<file path="config.mk">
export PLATFORM = sky130hd
export DESIGN_NAME = websocket_frame_deframer_unit
export DESIGN_NICKNAME = d
export VERILOG_FILES = /design/src/rtl/wsfd_pkg.sv /design/src/rtl/websocket_frame_deframer_unit.sv /design/src/rtl/wsfd_parser.sv
export SDC_FILE = /design/constraint.sdc
export NUM_CORES = 1
export LEC_CHECK = 0
export ABC_CLOCK_PERIOD_IN_PS = 4600
export BUFFER_PORTS_ARGS = -buffer_cell sky130_fd_sc_hd__buf_2
export CAP_MARGIN = 20
export CORE_ASPECT_RATIO = 0.8
export CORE_MARGIN = 3
export CORE_UTILIZATION = 46
export DETAILED_ROUTE_END_ITERATION = 7
export PLACE_DENSITY = 0.74
export SYNTH_ARGS = -nofsm -noshare
export SYNTH_HDL_FRONTEND = slang
export SYNTH_SLANG_ARGS = --single-unit
</file>
<file path="constraint.sdc">
create_clock -name clk -period 4.6 [get_ports clk]
set_clock_uncertainty 0.2 [all_clocks]
set_input_delay 0.92 -clock clk [delete_from_list [all_inputs] [get_ports clk]]
set_output_delay 0.92 -clock clk [all_outputs]
set_load 0.01 [all_outputs]
</file>
<file path="src/rtl/wsfd_pkg.sv">
// Package for the WebSocket frame deframer.
// Result type, result kinds, error codes and frame header constants.
// No dependencies.
`default_nettype none

package wsfd_pkg;

    localparam int unsigned CFG_W = 17;
    localparam logic [CFG_W-1:0] CFG_RESET = 17'h10000;

    typedef enum logic [1:0] {
        KIND_PAYLOAD = 2'd0,
        KIND_EMPTY   = 2'd1,
        KIND_ERROR   = 2'd2
    } kind_t;

    typedef enum logic [2:0] {
        ERR_NONE      = 3'd0,
        ERR_RESERVED  = 3'd1,
        ERR_CONTROL   = 3'd2,
        ERR_TOO_LARGE = 3'd3,
        ERR_OPCODE    = 3'd4
    } err_t;

    localparam logic [3:0] OP_CONT  = 4'h0;
    localparam logic [3:0] OP_TEXT  = 4'h1;
    localparam logic [3:0] OP_CLOSE = 4'h8;
    localparam logic [3:0] OP_PING  = 4'h9;
    localparam logic [3:0] OP_PONG  = 4'hA;

    localparam logic [6:0] LEN_CTRL_MAX = 7'd125;
    localparam logic [6:0] LEN_EXT16    = 7'd126;
    localparam logic [6:0] LEN_EXT64    = 7'd127;

    localparam logic [2:0] EXT16_BYTES_LEFT = 3'd1;
    localparam logic [2:0] EXT64_BYTES_LEFT = 3'd7;
    localparam logic [2:0] MASK_BYTES_LEFT  = 3'd3;

    typedef struct packed {
        kind_t      kind;
        logic [7:0] data_byte;
        logic       fin_flag;
        logic [3:0] frame_opcode;
        logic       was_masked;
        logic       last_of_frame;
        err_t       error_code;
    } result_t;

endpackage

`default_nettype wire

</file>
<file path="src/rtl/websocket_frame_deframer_unit.sv">
// WebSocket frame deframer top level: input register, parser, result register
// and the payload limit register. Uses wsfd_pkg and wsfd_parser.
//
// Takes one received byte per transaction on the s_ side and yields payload
// bytes unmasked, an empty-frame marker or an error code on the m_ side. A taken
// byte is held in the input register and parsed from there; its result is
// loaded into the result register when that register is free or being taken.
// A new byte is taken every cycle while m_tready holds; header bytes give no
// result unless they close an empty frame or raise an error.
// After any error the block swallows all input until rst_n. The payload limit
// is the smaller of cfg_wdata (reset 65536) and MAX_FRAME_LIMIT; write it only
// while the block is idle between frames.
`default_nettype none

module websocket_frame_deframer_unit #(
    parameter int unsigned MAX_FRAME_LIMIT = 65536
) (
    input  wire                         clk,
    input  wire                         rst_n,
    input  wire                         cfg_we,
    input  wire  [wsfd_pkg::CFG_W-1:0]  cfg_wdata,
    input  wire                         s_tvalid,
    output logic                        s_tready,
    input  wire  [7:0]                  s_tdata,   // [7:0] rx_byte
    output logic                        m_tvalid,
    input  wire                         m_tready,
    // [7:0] data_byte, [8] fin_flag, [12:9] frame_opcode, [13] was_masked,
    // [16:14] error_code, [23:17] zero
    output logic [23:0]                 m_tdata,
    output logic [1:0]                  m_tuser,   // [1:0] kind
    output logic                        m_tlast
);

    logic                          in_valid_reg, in_valid_next;
    logic [7:0]                    in_byte_reg;
    logic                          out_valid_reg, out_valid_next;
    wsfd_pkg::result_t             out_res_reg;
    logic [wsfd_pkg::CFG_W-1:0]    limit_reg;
    logic                          out_free;
    logic                          step;
    logic                          res_valid;
    wsfd_pkg::result_t             res;

    assign out_free = !out_valid_reg || m_tready;
    assign step     = in_valid_reg && out_free;
    assign s_tready = !in_valid_reg || out_free;

    always_comb
    begin
        in_valid_next  = in_valid_reg;
        out_valid_next = out_valid_reg;
        if (s_tready)
        begin
            in_valid_next = s_tvalid;
        end
        if (out_free)
        begin
            out_valid_next = step && res_valid;
        end
    end

    wsfd_parser #(
        .MAX_FRAME_LIMIT (MAX_FRAME_LIMIT)
    ) u_parser (
        .clk               (clk),
        .rst_n             (rst_n),
        .step              (step),
        .rx_byte           (in_byte_reg),
        .max_payload_bytes (limit_reg),
        .res_valid         (res_valid),
        .res               (res)
    );

    always_ff @(posedge clk or negedge rst_n)
    begin
        if (!rst_n)
        begin
            in_valid_reg  <= 1'b0;
            out_valid_reg <= 1'b0;
            limit_reg     <= wsfd_pkg::CFG_RESET;
        end
        else
        begin
            in_valid_reg  <= in_valid_next;
            out_valid_reg <= out_valid_next;
            if (cfg_we)
            begin
                limit_reg <= cfg_wdata;
            end
        end
    end

    always_ff @(posedge clk)
    begin
        if (s_tready && s_tvalid)
        begin
            in_byte_reg <= s_tdata;
        end
        if (out_free && step && res_valid)
        begin
            out_res_reg <= res;
        end
    end

    assign m_tvalid = out_valid_reg;
    assign m_tdata  = {7'd0, out_res_reg.error_code, out_res_reg.was_masked,
                       out_res_reg.frame_opcode, out_res_reg.fin_flag,
                       out_res_reg.data_byte};
    assign m_tuser  = out_res_reg.kind;
    assign m_tlast  = out_res_reg.last_of_frame;

endmodule

`default_nettype wire

</file>
<file path="src/rtl/wsfd_parser.sv">
// Frame header parser and payload unmasker: holds the per-frame state and
// turns one received byte into at most one result. Uses wsfd_pkg.
`default_nettype none

module wsfd_parser #(
    parameter int unsigned MAX_FRAME_LIMIT = 65536
) (
    input  wire                          clk,
    input  wire                          rst_n,
    input  wire                          step,
    input  wire  [7:0]                   rx_byte,
    input  wire  [wsfd_pkg::CFG_W-1:0]   max_payload_bytes,
    output logic                         res_valid,
    output wsfd_pkg::result_t            res
);

    localparam int unsigned LW = $clog2(MAX_FRAME_LIMIT + 1);
    localparam int unsigned CW = (LW > wsfd_pkg::CFG_W) ? LW : wsfd_pkg::CFG_W;
    localparam logic [LW-1:0] LIMIT_MAX = LW'(MAX_FRAME_LIMIT);

    typedef enum logic [2:0] {
        PH_FLAGS,
        PH_LEN,
        PH_EXT,
        PH_MASK,
        PH_PAYLOAD
    } phase_t;

    phase_t      phase_reg, phase_next;
    logic        fin_reg, fin_next;
    logic [3:0]  op_reg, op_next;
    logic        masked_reg, masked_next;
    logic [LW-1:0] len_reg, len_next;
    logic        ovf_reg, ovf_next;
    logic [2:0]  hbc_reg, hbc_next;
    logic [31:0] key_reg, key_next;
    logic [LW-1:0] idx_reg, idx_next;
    logic        halted_reg, halted_next;

    logic [LW+7:0] len_shift;
    logic [LW:0]   idx_inc;
    logic [6:0]    len7;
    logic          len_done;
    logic          hdr_done;
    logic          too_large;
    logic          op_ok;
    logic [7:0]    key_byte;

    always_comb
    begin
        phase_next  = phase_reg;
        fin_next    = fin_reg;
        op_next     = op_reg;
        masked_next = masked_reg;
        len_next    = len_reg;
        ovf_next    = ovf_reg;
        hbc_next    = hbc_reg;
        key_next    = key_reg;
        idx_next    = idx_reg;
        halted_next = halted_reg;
        res_valid   = 1'b0;
        res         = '0;
        len_done    = 1'b0;
        hdr_done    = 1'b0;
        len7        = rx_byte[6:0];
        len_shift   = {len_reg, rx_byte};
        idx_inc     = {1'b0, idx_reg} + (LW+1)'(1);
        key_byte    = key_reg[(5'd24 - {idx_reg[1:0], 3'b000}) +: 8];

        if (step && !halted_reg)
        begin
            case (phase_reg)
                PH_FLAGS:
                begin
                    if (rx_byte[6:4] != 3'b000)
                    begin
                        res_valid        = 1'b1;
                        res.kind         = wsfd_pkg::KIND_ERROR;
                        res.error_code   = wsfd_pkg::ERR_RESERVED;
                        halted_next      = 1'b1;
                    end
                    else
                    begin
                        fin_next   = rx_byte[7];
                        op_next    = rx_byte[3:0];
                        phase_next = PH_LEN;
                    end
                end
                PH_LEN:
                begin
                    masked_next = rx_byte[7];
                    if (op_reg[3] && (!fin_reg || len7 > wsfd_pkg::LEN_CTRL_MAX))
                    begin
                        res_valid      = 1'b1;
                        res.kind       = wsfd_pkg::KIND_ERROR;
                        res.error_code = wsfd_pkg::ERR_CONTROL;
                        halted_next    = 1'b1;
                        phase_next     = PH_FLAGS;
                    end
                    else if (len7 == wsfd_pkg::LEN_EXT16)
                    begin
                        len_next   = '0;
                        ovf_next   = 1'b0;
                        hbc_next   = wsfd_pkg::EXT16_BYTES_LEFT;
                        phase_next = PH_EXT;
                    end
                    else if (len7 == wsfd_pkg::LEN_EXT64)
                    begin
                        len_next   = '0;
                        ovf_next   = 1'b0;
                        hbc_next   = wsfd_pkg::EXT64_BYTES_LEFT;
                        phase_next = PH_EXT;
                    end
                    else
                    begin
                        len_next = LW'(len7);
                        ovf_next = 1'b0;
                        len_done = 1'b1;
                    end
                end
                PH_EXT:
                begin
                    len_next = len_shift[LW-1:0];
                    ovf_next = ovf_reg || (len_shift[LW+7:LW] != 8'h00);
                    if (hbc_reg == 3'd0)
                    begin
                        len_done = 1'b1;
                    end
                    else
                    begin
                        hbc_next = hbc_reg - 3'd1;
                    end
                end
                PH_MASK:
                begin
                    key_next = {key_reg[23:0], rx_byte};
                    if (hbc_reg == 3'd0)
                    begin
                        hdr_done = 1'b1;
                    end
                    else
                    begin
                        hbc_next = hbc_reg - 3'd1;
                    end
                end
                PH_PAYLOAD:
                begin
                    res_valid         = 1'b1;
                    res.kind          = wsfd_pkg::KIND_PAYLOAD;
                    res.data_byte     = masked_reg ? (rx_byte ^ key_byte) : rx_byte;
                    res.fin_flag      = fin_reg;
                    res.frame_opcode  = op_reg;
                    res.was_masked    = masked_reg;
                    res.last_of_frame = (idx_inc >= {1'b0, len_reg});
                    idx_next          = idx_inc[LW-1:0];
                    if (res.last_of_frame)
                    begin
                        phase_next = PH_FLAGS;
                    end
                end
                default:
                begin
                    phase_next = PH_FLAGS;
                end
            endcase
        end

        too_large = ovf_next
                 || (CW'(len_next) > CW'(max_payload_bytes))
                 || (len_next > LIMIT_MAX);

        if (len_done)
        begin
            if (too_large)
            begin
                res_valid      = 1'b1;
                res            = '0;
                res.kind       = wsfd_pkg::KIND_ERROR;
                res.error_code = wsfd_pkg::ERR_TOO_LARGE;
                halted_next    = 1'b1;
                phase_next     = PH_FLAGS;
            end
            else if (masked_next)
            begin
                key_next   = '0;
                hbc_next   = wsfd_pkg::MASK_BYTES_LEFT;
                phase_next = PH_MASK;
            end
            else
            begin
                hdr_done = 1'b1;
            end
        end

        op_ok = (op_reg == wsfd_pkg::OP_CONT) || (op_reg == wsfd_pkg::OP_TEXT)
             || (op_reg == wsfd_pkg::OP_CLOSE) || (op_reg == wsfd_pkg::OP_PING)
             || (op_reg == wsfd_pkg::OP_PONG);

        if (hdr_done)
        begin
            res_valid = 1'b1;
            res       = '0;
            if (!op_ok)
            begin
                res.kind       = wsfd_pkg::KIND_ERROR;
                res.error_code = wsfd_pkg::ERR_OPCODE;
                halted_next    = 1'b1;
                phase_next     = PH_FLAGS;
            end
            else
            begin
                idx_next = '0;
                if (len_next == '0)
                begin
                    res.kind          = wsfd_pkg::KIND_EMPTY;
                    res.fin_flag      = fin_reg;
                    res.frame_opcode  = op_reg;
                    res.was_masked    = masked_next;
                    res.last_of_frame = 1'b1;
                    phase_next        = PH_FLAGS;
                end
                else
                begin
                    res_valid  = 1'b0;
                    phase_next = PH_PAYLOAD;
                end
            end
        end
    end

    always_ff @(posedge clk or negedge rst_n)
    begin
        if (!rst_n)
        begin
            phase_reg  <= PH_FLAGS;
            fin_reg    <= 1'b0;
            op_reg     <= 4'h0;
            masked_reg <= 1'b0;
            len_reg    <= '0;
            ovf_reg    <= 1'b0;
            hbc_reg    <= 3'd0;
            key_reg    <= '0;
            idx_reg    <= '0;
            halted_reg <= 1'b0;
        end
        else
        begin
            phase_reg  <= phase_next;
            fin_reg    <= fin_next;
            op_reg     <= op_next;
            masked_reg <= masked_next;
            len_reg    <= len_next;
            ovf_reg    <= ovf_next;
            hbc_reg    <= hbc_next;
            key_reg    <= key_next;
            idx_reg    <= idx_next;
            halted_reg <= halted_next;
        end
    end

endmodule

`default_nettype wire
</file>
# [After elaboration in Yosys (flattened, before gate mapping)]
# Cells that the tools add are included.
[word_totals] reg_bits=127 inputBits=30 out_inout_bits=29
[op_classes] addsub=3 order_cmp=4 n_eq_ne=10 n_shift=1 muxes=86 bitwise_logic=2 reduce_logical=29
[op_table] operator="32-bit 2-to-1 mux" count=5
[op_table] operator="17-bit 2-to-1 mux" count=7
[op_table] operator="20-bit 2-to-1 mux" count=4
[op_table] operator="3-bit 2-to-1 mux" count=21
[op_table] operator="17-bit one-hot mux with 2 select lines" count=1
[op_table] operator="32-bit by 6-bit indexed part select with 8-bit output" count=1
[op_table] operator="1-bit 2-to-1 mux" count=31
[op_table] operator="7-bit 2-to-1 mux" count=3
[op_table] operator="17-bit by 1-bit adder with 18-bit output, second input constant" count=1
[op_table] operator="18-bit by 17-bit greater-or-equal comparator with 1-bit output" count=1
[op_table] operator="17-bit greater-than comparator" count=1
[op_table] operator="17-bit greater-than comparator, second input constant" count=1
[op_table] operator="17-bit zero test" count=1
[op_table] operator="15-bit 2-to-1 mux" count=1
[op_table] operator="7-bit == test, second input constant" count=2
[op_table] operator="4-bit == test, second input constant" count=3
[op_table] operator="3-bit one-hot mux with 2 select lines" count=2
[op_table] operator="3-bit one-hot mux with 4 select lines" count=1
[op_table] operator="1-bit logical OR" count=10
[op_table] operator="2-bit 2-to-1 mux" count=4
[op_table] operator="8-bit 2-to-1 mux" count=1
[op_table] operator="8-bit nonzero test" count=1
[op_table] operator="8-bit XOR" count=1
[op_table] operator="7-bit greater-than comparator, second input constant" count=1
[op_table] operator="17 further kinds" count=30

# [Longest topological paths before layout]
# Gate-level depths: netlist (run 1).
[logic_depth] depth_word=13 depth_mapped=18 ltp_nobuf=15

# [Modules after synthesis]
# A second synthesis (run 1) with hierarchy kept.
[unflattened] cells_unflattened=664 area_unflattened_um2=6925.4
[by_module_without_submodules] mod="wsfd_parser" n_inst=1 cells_per_inst=582 area_each_um2=5245.0
[by_module_without_submodules] mod="websocket_frame_deframer_unit" n_inst=1 cells_per_inst=82 area_each_um2=1680.4

# [Worst setup path before layout (run 1)]
# Ideal clock, no wire load.
[synth_path] kind="input-to-reg" from="input port m_tready" to="register out_res_reg (netlist bit m_tdata[0]) (enable)" arrival_ps=4392 required_ps=4003 path_slack_ps=-389 stages=17 path_buffers=3 cell_sequence="nor2b_1 -> clkbuf_1 -> nor2_1 -> buf_2 -> o21ai_0 -> clkbuf_1 -> nand2_1 -> o21ai_0 -> ha_1 -> nand4_1 -> nor2_1 -> and3_1 -> a31oi_1 -> or2_1 -> o31a_1 -> nor3_1 -> nor2_1"
[synth_between] elab_chain_len=11 elab_cells_between_ends=24 cone_classes="order compare (2); mux (14); reduce/logical (8)"
[synth_lines] item="start, declared" line="websocket_frame_deframer_unit.sv:26" source="input wire m_tready,"
[synth_lines] item="1-bit logical OR *" line="websocket_frame_deframer_unit.sv:44" source="assign out_free = !out_valid_reg || m_tready;"
[synth_lines] item="1-bit logical AND *" line="websocket_frame_deframer_unit.sv:45" source="assign step = in_valid_reg && out_free;"
[synth_lines] item="1-bit logical AND *" line="wsfd_parser.sv:70" source="if (step && !halted_reg)"
[synth_lines] item="17-bit 2-to-1 mux *" line="wsfd_parser.sv:70"
[synth_lines] item="via u_parser.len_next[11]" line="wsfd_parser.sv:33" source="logic [LW-1:0] len_reg, len_next;"
[synth_lines] item="17-bit greater-than comparator" line="wsfd_parser.sv:169" source="|| (CW'(len_next) > CW'(max_payload_bytes))"
[synth_lines] item="1-bit logical OR" line="wsfd_parser.sv:169"
[synth_lines] item="1-bit logical OR" line="wsfd_parser.sv:170" source="|| (len_next > LIMIT_MAX);"
[synth_lines] item="1-bit 2-to-1 mux" line="wsfd_parser.sv:174" source="if (too_large)"
[synth_lines] item="1-bit 2-to-1 mux" line="wsfd_parser.sv:172" source="if (len_done)"
[synth_lines] item="1-bit 2-to-1 mux *" line="wsfd_parser.sv:199" source="if (hdr_done)"
[synth_lines] item="1-bit logical AND *" line="websocket_frame_deframer_unit.sv:99" source="if (out_free && step && res_valid)"
[synth_lines] item="end signal, assigned" line="websocket_frame_deframer_unit.sv:101" source="out_res_reg <= res;"
[synth_lines] item="end, declared" line="websocket_frame_deframer_unit.sv:37" source="wsfd_pkg::result_t out_res_reg;"
# Mark *: on every way through the listed nets, which the timed path passes. The rest lies on a longest branch.
# A chain may end at the register's enable or synchronous reset.

# [Worst setup path in the final report (run 1)]
[layout_path] from="register u_parser.op_reg[3]" to="register out_res_reg (netlist bit m_tdata[10]) (enable)"
[layout_between] elab_chain_len=11 elab_cells_between_ends=35 cone_classes="order compare (2); eq/ne (4); mux (19); reduce/logical (10)"
[layout_lines] item="start, declared" line="wsfd_parser.sv:31" source="logic [3:0] op_reg, op_next;"
[layout_lines] item="start signal, assigned" line="wsfd_parser.sv:250" source="op_reg <= op_next;"
[layout_lines] item="1-bit logical AND *" line="wsfd_parser.sv:92" source="if (op_reg[3] && (!fin_reg || len7 > wsfd_pkg::LEN_CTRL_MAX))"
[layout_lines] item="17-bit 2-to-1 mux *" line="wsfd_parser.sv:92"
[layout_lines] item="17-bit one-hot mux with 2 select lines *" line="wsfd_parser.sv:72" source="case (phase_reg)"
[layout_lines] item="17-bit 2-to-1 mux *" line="wsfd_parser.sv:70"
[layout_lines] item="via u_parser.len_next[11]" line="wsfd_parser.sv:33"
[layout_lines] item="17-bit greater-than comparator" line="wsfd_parser.sv:169"
[layout_lines] item="1-bit logical OR" line="wsfd_parser.sv:169"
[layout_lines] item="1-bit logical OR" line="wsfd_parser.sv:170"
[layout_lines] item="1-bit 2-to-1 mux" line="wsfd_parser.sv:174"
[layout_lines] item="1-bit 2-to-1 mux" line="wsfd_parser.sv:172"
[layout_lines] item="1-bit 2-to-1 mux *" line="wsfd_parser.sv:199"
[layout_lines] item="1-bit logical AND *" line="websocket_frame_deframer_unit.sv:99"
# Marked as above.

==> results.md, run 1 <==
- Slowest cell delay on critical path: around 530 ps
- Arrival time at the worst endpoint: ~4200 ps
- Max reg flops: 32
- Vias in the first global route: roughly 5.2k
- Final net count: between 800 and 900
- Sequential Power Share: a little under two fifths
- Leakage power: 3.71 nW
- CTS tree: done
- GP Congestion: 0.942
- Initial antenna violation count: 0
- Placed Area: about 7700 um^2
- H-tree Lvls: 4
- Most Crowded Layer GR: met1
- Sw Pwr: between 1 and 1.5 mW
- Area grow syn2layout: 16.5%
- CP Cell Sequence: nor2b_1, a211oi_2, o21ai_0, buf_4, nand2_1, o21ai_0, ha_1, nand4_1, nor2_1, and3_1, a31oi_1, or2_1, o31a_1, nor3_1, buf_4, nor2_4
- Commonest register cell after synthesis: dfrtp_1
- Port bufs: between 50 and 60
- Slowest stage cell, crit path: nor2b_1
- Hold Path Class: register to register
- Ant. Diodes: 0
- Least-Margin Pin Slew: between 600 and 700 ps
- Pin count of the biggest net entering global routing: 54
- Met2 Use GR: between 20% and 30%
- Row Count: 39
- Count of pins over their slew limit: 0
- DRC viols: 0
- Outcome: finished clean
- WL/cell: 16.3 um
- Cell count after synthesis: 726
- Min Tclk post-route: ~4300 ps
- MaxCap Viol Count: 0
- Routed Antenna Nets: 0
- Layout cells sized above 1: 20.8%
- Met3 Resource Use GR: 5.39%
- Clk root buf: clkbuf_16
- Postcts setup bufs: 0
- Post-Syn Area: approximately 7100 um^2
- Number of flops mapped to enable cells by yosys: 28
- Worst EP required: approximately 4500 ps
- Seq/Total Area, Yosys: 46.7%
- Vias per cell: 5.36
- Setup TNS: 0 ps
- Fin crit share: between 90% and 100%
- Crit path max fanout: 20
- Num CTS Buffers: 17
- # hold bufs at CTS: 0
- Post-layout instance area: about 8300 um^2
- CP endpoint kind: register
- DR pass1 iterations: 5
- Synth warnings: 0
- Setup violators final: 0
- Via count: between 5k and 6k
- Relative slew margins: 53.0%
- CTS clk-pin slew, worst paths: around 60 ps
- Gr usage total: 20.4%
- Asr flop ratio synth: between 70% and 80%
- Kind of critical path: register to register
- Initial core utilization: 48.4%
- Internal power: about 2.6 mW
- Gr ovfl total: 0
- Power share of the clock group: between 30% and 40%
- Fmax: roughly 230 MHz
- CP startpoint kind: register
- Detailed Place HPWL: 11,800 um
- # IOs: 59
- Die width: roughly 140 um
- Sink Count: approximately 130
- First DRT Iteration DRCs: 411
- Syn_area_per_cell: 9.79 um^2
- Worst VDD drop: between 0.3 and 0.4 mV
- First-pass GRT wire length: approximately 27,000 um
- CTS max path bufs: 2
- Switching share of power: about 34%
- CORE AREA: about 15,000 um^2
- Gate power share: 30.0%
- Met1 usage: between 30% and 40%
- RSZ-0062 raised after global routing: no
- Hold slack: 312 ps
- Area of the die: roughly 17,000 um^2
- Drt total wl: 16,600 um
- Final Util: 56.4%
- Flops & latches, synth: about 130
- Synth unique cells: 70
- Power density over the cells: 477 nW/um^2
- DIE HEIGHT: 117 um
- Final hold violation count: 0
- Clock latency on the worst-skew pair: around 420 ps
-- worst paths after layout --
kind                                                start                              to  slack (ps)  depth (start not counted)
max in group asynchronous                           rst_n    u_parser.fin_reg$_DFFE_PN0P_        3030                          2
min in group asynchronous                           rst_n        limit_reg[9]$_DFFE_PN0P_         340                          1
setup / recovery           u_parser.op_reg[3]$_DFFE_PN0P_           m_tdata[10]$_DFFE_PP_         270                         16
setup reg to reg           u_parser.op_reg[3]$_DFFE_PN0P_           m_tdata[10]$_DFFE_PP_         270                         16
hold / removal             u_parser.op_reg[0]$_DFFE_PN0P_  u_parser.op_reg[0]$_DFFE_PN0P_         310                          1
hold reg to reg            u_parser.op_reg[0]$_DFFE_PN0P_  u_parser.op_reg[0]$_DFFE_PN0P_         310                          1
-- Yosys cell counts, drive strengths merged, types with 5 or more instances --
cell / n / area, um^2
nor3: 11 / 71.3
nand2: 135 / 507
clkbuf: 21 / 78.8
nand2b: 8 / 50.1
a21oi: 59 / 389
a22o: 7 / 61.3
ha: 37 / 463
xnor2: 11 / 96.3
mux2: 7 / 78.8
buf: 17 / 128
nor2b: 10 / 62.6
xor2: 28 / 245
nand3: 13 / 65.1
and3: 7 / 43.8
and2: 8 / 50.1
nor2: 61 / 231
a211oi: 5 / 42.5
a21o: 11 / 82.6
mux4: 8 / 180
edfxtp: 28 / 841
o21ai: 33 / 165
nand4: 9 / 56.3
inv: 40 / 150
dfrtp: 98 / 2450
-- cell type report --
type / instances / area [um^2]
fill: 1269 / 6400
multi-input combinational: 527 / 3470
sequential: 127 / 3320
timing repair buffer: 86 / 533
clock buffer: 19 / 443
tap: 205 / 256
inverter: 40 / 150
clock inverter: 13 / 116
-- power groups by stage --
stage / clock network, mW / registers [mW] / logic (mW)
2_1_floorplan: 0 / 1.47 / 0.821
3_3_place_gp: 0 / 1.52 / 1.15
3_5_place_dp: 0 / 1.52 / 1.17
4_1_cts: 1.28 / 1.50 / 1.18
5_1_grt: 1.34 / 1.53 / 1.33
6_report: 1.26 / 1.51 / 1.19
-- through the flow --
step,std cells,worst slack (ps),power (mW)
3_5_place_dp,985,2.47,2.69
3_3_place_gp,985,128,2.66
2_1_floorplan,732,58.0,2.29
6_report,1017,269,3.96
4_1_cts,1017,312,3.97
5_1_grt,1017,15.5,4.19
-- cell usage in the layout, fill, tap and decap left out, types with 8 or more instances in the layout --
cell	count
nand2_1	135
clkbuf_16	17
nand2b_1	8
nor2b_1	10
nor2_1	59
nand3_1	13
buf_4	35
xnor2_1	11
xor2_1	28
nor3_1	9
o21ai_0	32
a21o_1	11
edfxtp_1	28
ha_1	37
inv_1	40
nand4_1	9
a21oi_1	35
dfrtp_1	98
a21oi_2	23
buf_2	50
mux4_2	8
-- critical path, delay by kind of cell, from the launching register on --
family	cells	cell delay, ps
and+or+nand+nor	8	1660
adders and majority gates	1	310
DFF	1	470
AOI/OAI and AO/OA	5	920
buffers and inverters	2	380
-- routing by layer --
layer	up-vias	part of all wire (%)	wire length, um
li1	2639	-	-
met1	2575	51	8420
met2	219	40	6640
met3	14	8.1	1340
met4	0	1.0	165
met5	-	0	0
-- cells by family (layout without fill, tap and decap cells) --
kind of cell / after synthesis / in the layout / share of synthesized area (%)
simple gates: 279 / 279 / 18.1
compound gates: 146 / 146 / 14.6
flops: 127 / 127 / 46.7
buf+inv: 78 / 158 / 5.02
xor+xnor: 39 / 39 / 4.81
fa+ha+maj: 37 / 37 / 6.51
mux: 19 / 19 / 4.21
other cells: 1 / 7 / 0.0528
-- repair_timing --
item                                   4_1_cts  5_1_grt
resized for setup                            0        1
setup endpoints to repair                    0       20
endpoints found under the hold margin        0        0
No activity file was read; power rests on OpenSTA's default activity.
==> inputs of run 2 (changes only) <==
Settings changed: CTS_BUF_LIST set to sky130_fd_sc_hd__clkbuf_8.
==> run 2 against run 1 <==
Net effect: flip-flop and latch count stayed put; fmax is 0.71% lower; global-route usage hardly changed; first-iteration DRC count is 7.5% higher; via count is 0.39% lower; clock power is 29% lower; critical path type unchanged; largest power group unchanged; highest routed layer unchanged.
==> results.md, run 2 (synthesis gave the netlist of run 1 again) <==
- Drt total wl: 16,600 um
- Count of pins over their slew limit: 0
- Kind of critical path: register to register
- CORE AREA: 14,700 um^2
- Met1 usage: between 30% and 40%
- GP Congestion: approximately 0.94
- First-pass GRT wire length: 27,100 um
- Routed Antenna Nets: 0
- Max reg flops: 32
- Outcome: finished clean
- Post-layout instance area: 8090 um^2
- Clock latency on the worst-skew pair: 450 ps
- Final Util: between 50% and 60%
- FF-to-FF path depth: 16
- Met3 Resource Use GR: under 10%
- Sink Count: about 130
- Clk root buf: clkbuf_8
- Layout cells sized above 1: a little over a fifth
- Num CTS Buffers: 17
- Area grow syn2layout: 13.9%
- WL/cell: 16.3 um
- H-tree Lvls: 4
- Final net count: 866
- FF-to-FF setup slack: 240 ps
- Critical path startpoint: u_parser.op_reg[3]$_DFFE_PN0P_
- Postcts setup bufs: 0
- Gr usage total: between 20% and 30%
- Worst VDD drop: between 0.2 and 0.25 mV
- Power density over the cells: about 440 nW/um^2
- CTS clk-pin slew, worst paths: 80 ps
- # hold bufs at CTS: 0
- Vias per cell: roughly 5.3
- Detailed Place HPWL: ~12,000 um
- Die width: 145 um
- Fin crit share: roughly 95%
- Leakage power: approximately 3.6 nW
- Row Count: 39
- Ant. Diodes: 0
- Placed Area: around 7700 um^2
- Port bufs: 51
- Initial core utilization: 48.4%
- DIE HEIGHT: between 100 and 150 um
- # IOs: around 60
- Vias in the first global route: slightly above 5k
- Min Tclk post-route: between 4000 and 5000 ps
- CP startpoint kind: register
- Fillers: between 1k and 1.5k
- Final hold violation count: 0
- End of the critical path: m_tdata[10]$_DFFE_PP_
- Arrival time at the worst endpoint: between 4000 and 5000 ps
- Setup violators final: 0
- Worst EP required: 4490 ps
- Most Crowded Layer GR: met1
- Fmax: 229 MHz
- Worst reg2reg endpoint: m_tdata[10]$_DFFE_PP_
- Relative slew margins: a little over half
- First DRT Iteration DRCs: 442
- R2r startpoint: u_parser.op_reg[3]$_DFFE_PN0P_
- Pin count of the biggest net entering global routing: 54
- MaxCap Viol Count: 0
- Hold Path Class: primary input to async pin
- Least-Margin Pin Slew: ~700 ps
- Via count: about 5.4k
- CTS max path bufs: 2
- DR pass1 iterations: 5
- Setup TNS: 0 ps
- RSZ-0062 raised after global routing: no
- CP endpoint kind: register
- Commonest non-fill, non-tap cell in the layout: nand2_1
- Crit path max fanout: 20
- Most frequent cells in the layout: nand2_1, dfrtp_1, nor2_1
- Gr ovfl total: 0
- Area of the die: roughly 17,000 um^2
- DRC viols: 0
- Initial antenna violation count: 0
- Met2 Use GR: 27.6%
- CTS tree: done
- Post_cts resized: 0
[run 2: cell types whose count changed in the layout (fill, tap and decap cells not counted)]
cell,previous run,this run
clkbuf_1,1,0
clkbuf_16,17,0
clkbuf_8,1,18
inv_1,40,41
[run 2: routing by layer]
layer / part of all wire, % / wire length, um
met5: 0 / 0
met2: 40 / 6640
met1: 51 / 8390
met4: 1.1 / 189
met3: 8.0 / 1330
[run 2: through the flow]
stage | hold WS (ps) | total power [mW] | cells | setup slack [ps]
floorplan | 280 | 2.29 | 732 | 58.0
global placement | 299 | 2.66 | 985 | 128
detailed placement | 303 | 2.69 | 985 | 2.47
CTS | 317 | 3.60 | 1017 | 308
global route | 340 | 3.82 | 1017 | 12.7
finish | 315 | 3.59 | 1017 | 238
[run 2: worst min-delay path by stage]
stage	start	end	slack (ps)	depth (start not counted)
final	rst_n	limit_reg[9]$_DFFE_PN0P_	310	1
after global routing	u_parser.op_reg[0]$_DFFE_PN0P_	u_parser.op_reg[0]$_DFFE_PN0P_	340	1
after CTS	rst_n	u_parser.idx_reg[14]$_DFF_PN0_	320	1
after detailed placement	u_parser.op_reg[0]$_DFFE_PN0P_	u_parser.op_reg[0]$_DFFE_PN0P_	300	1
after global placement	u_parser.op_reg[0]$_DFFE_PN0P_	u_parser.op_reg[0]$_DFFE_PN0P_	300	1
after floorplan	limit_reg[16]$_DFFE_PN1P_	limit_reg[16]$_DFFE_PN1P_	280	2
[run 2: layout make-up]
type                       instances  area, um^2  share of cell area (%)
inverter                          40         150                    1.86
timing repair buffer              86         533                    6.59
clock inverter                    14         120                    1.48
clock buffer                      18         248                    3.06
multi-input combinational        527        3470                    42.8
sequential                       127        3320                    41.0
tap                              205         256                    3.17
[run 2: power breakdown]
part	internal [mW]	switching [mW]	leakage (nW)	total, mW
sequential	1.34	0.165	1.58	1.50
clock	0.437	0.461	0.176	0.898
combinational	0.504	0.684	1.87	1.19
total	2.28	1.31	3.63	3.59
[run 2: worst max-delay path, stage by stage, from the launching register on]
cell and delay (ps):
dfrtp_1 490, nor2b_1 530, a211oi_2 90, o21ai_0 180, buf_4 230, nand2_1 60
o21ai_0 140, ha_1 310, nand4_1 140, nor2_1 70, and3_1 160, a31oi_1 370
or2_1 190, o31a_1 160, nor3_1 60, buf_4 150, nor2_4 440
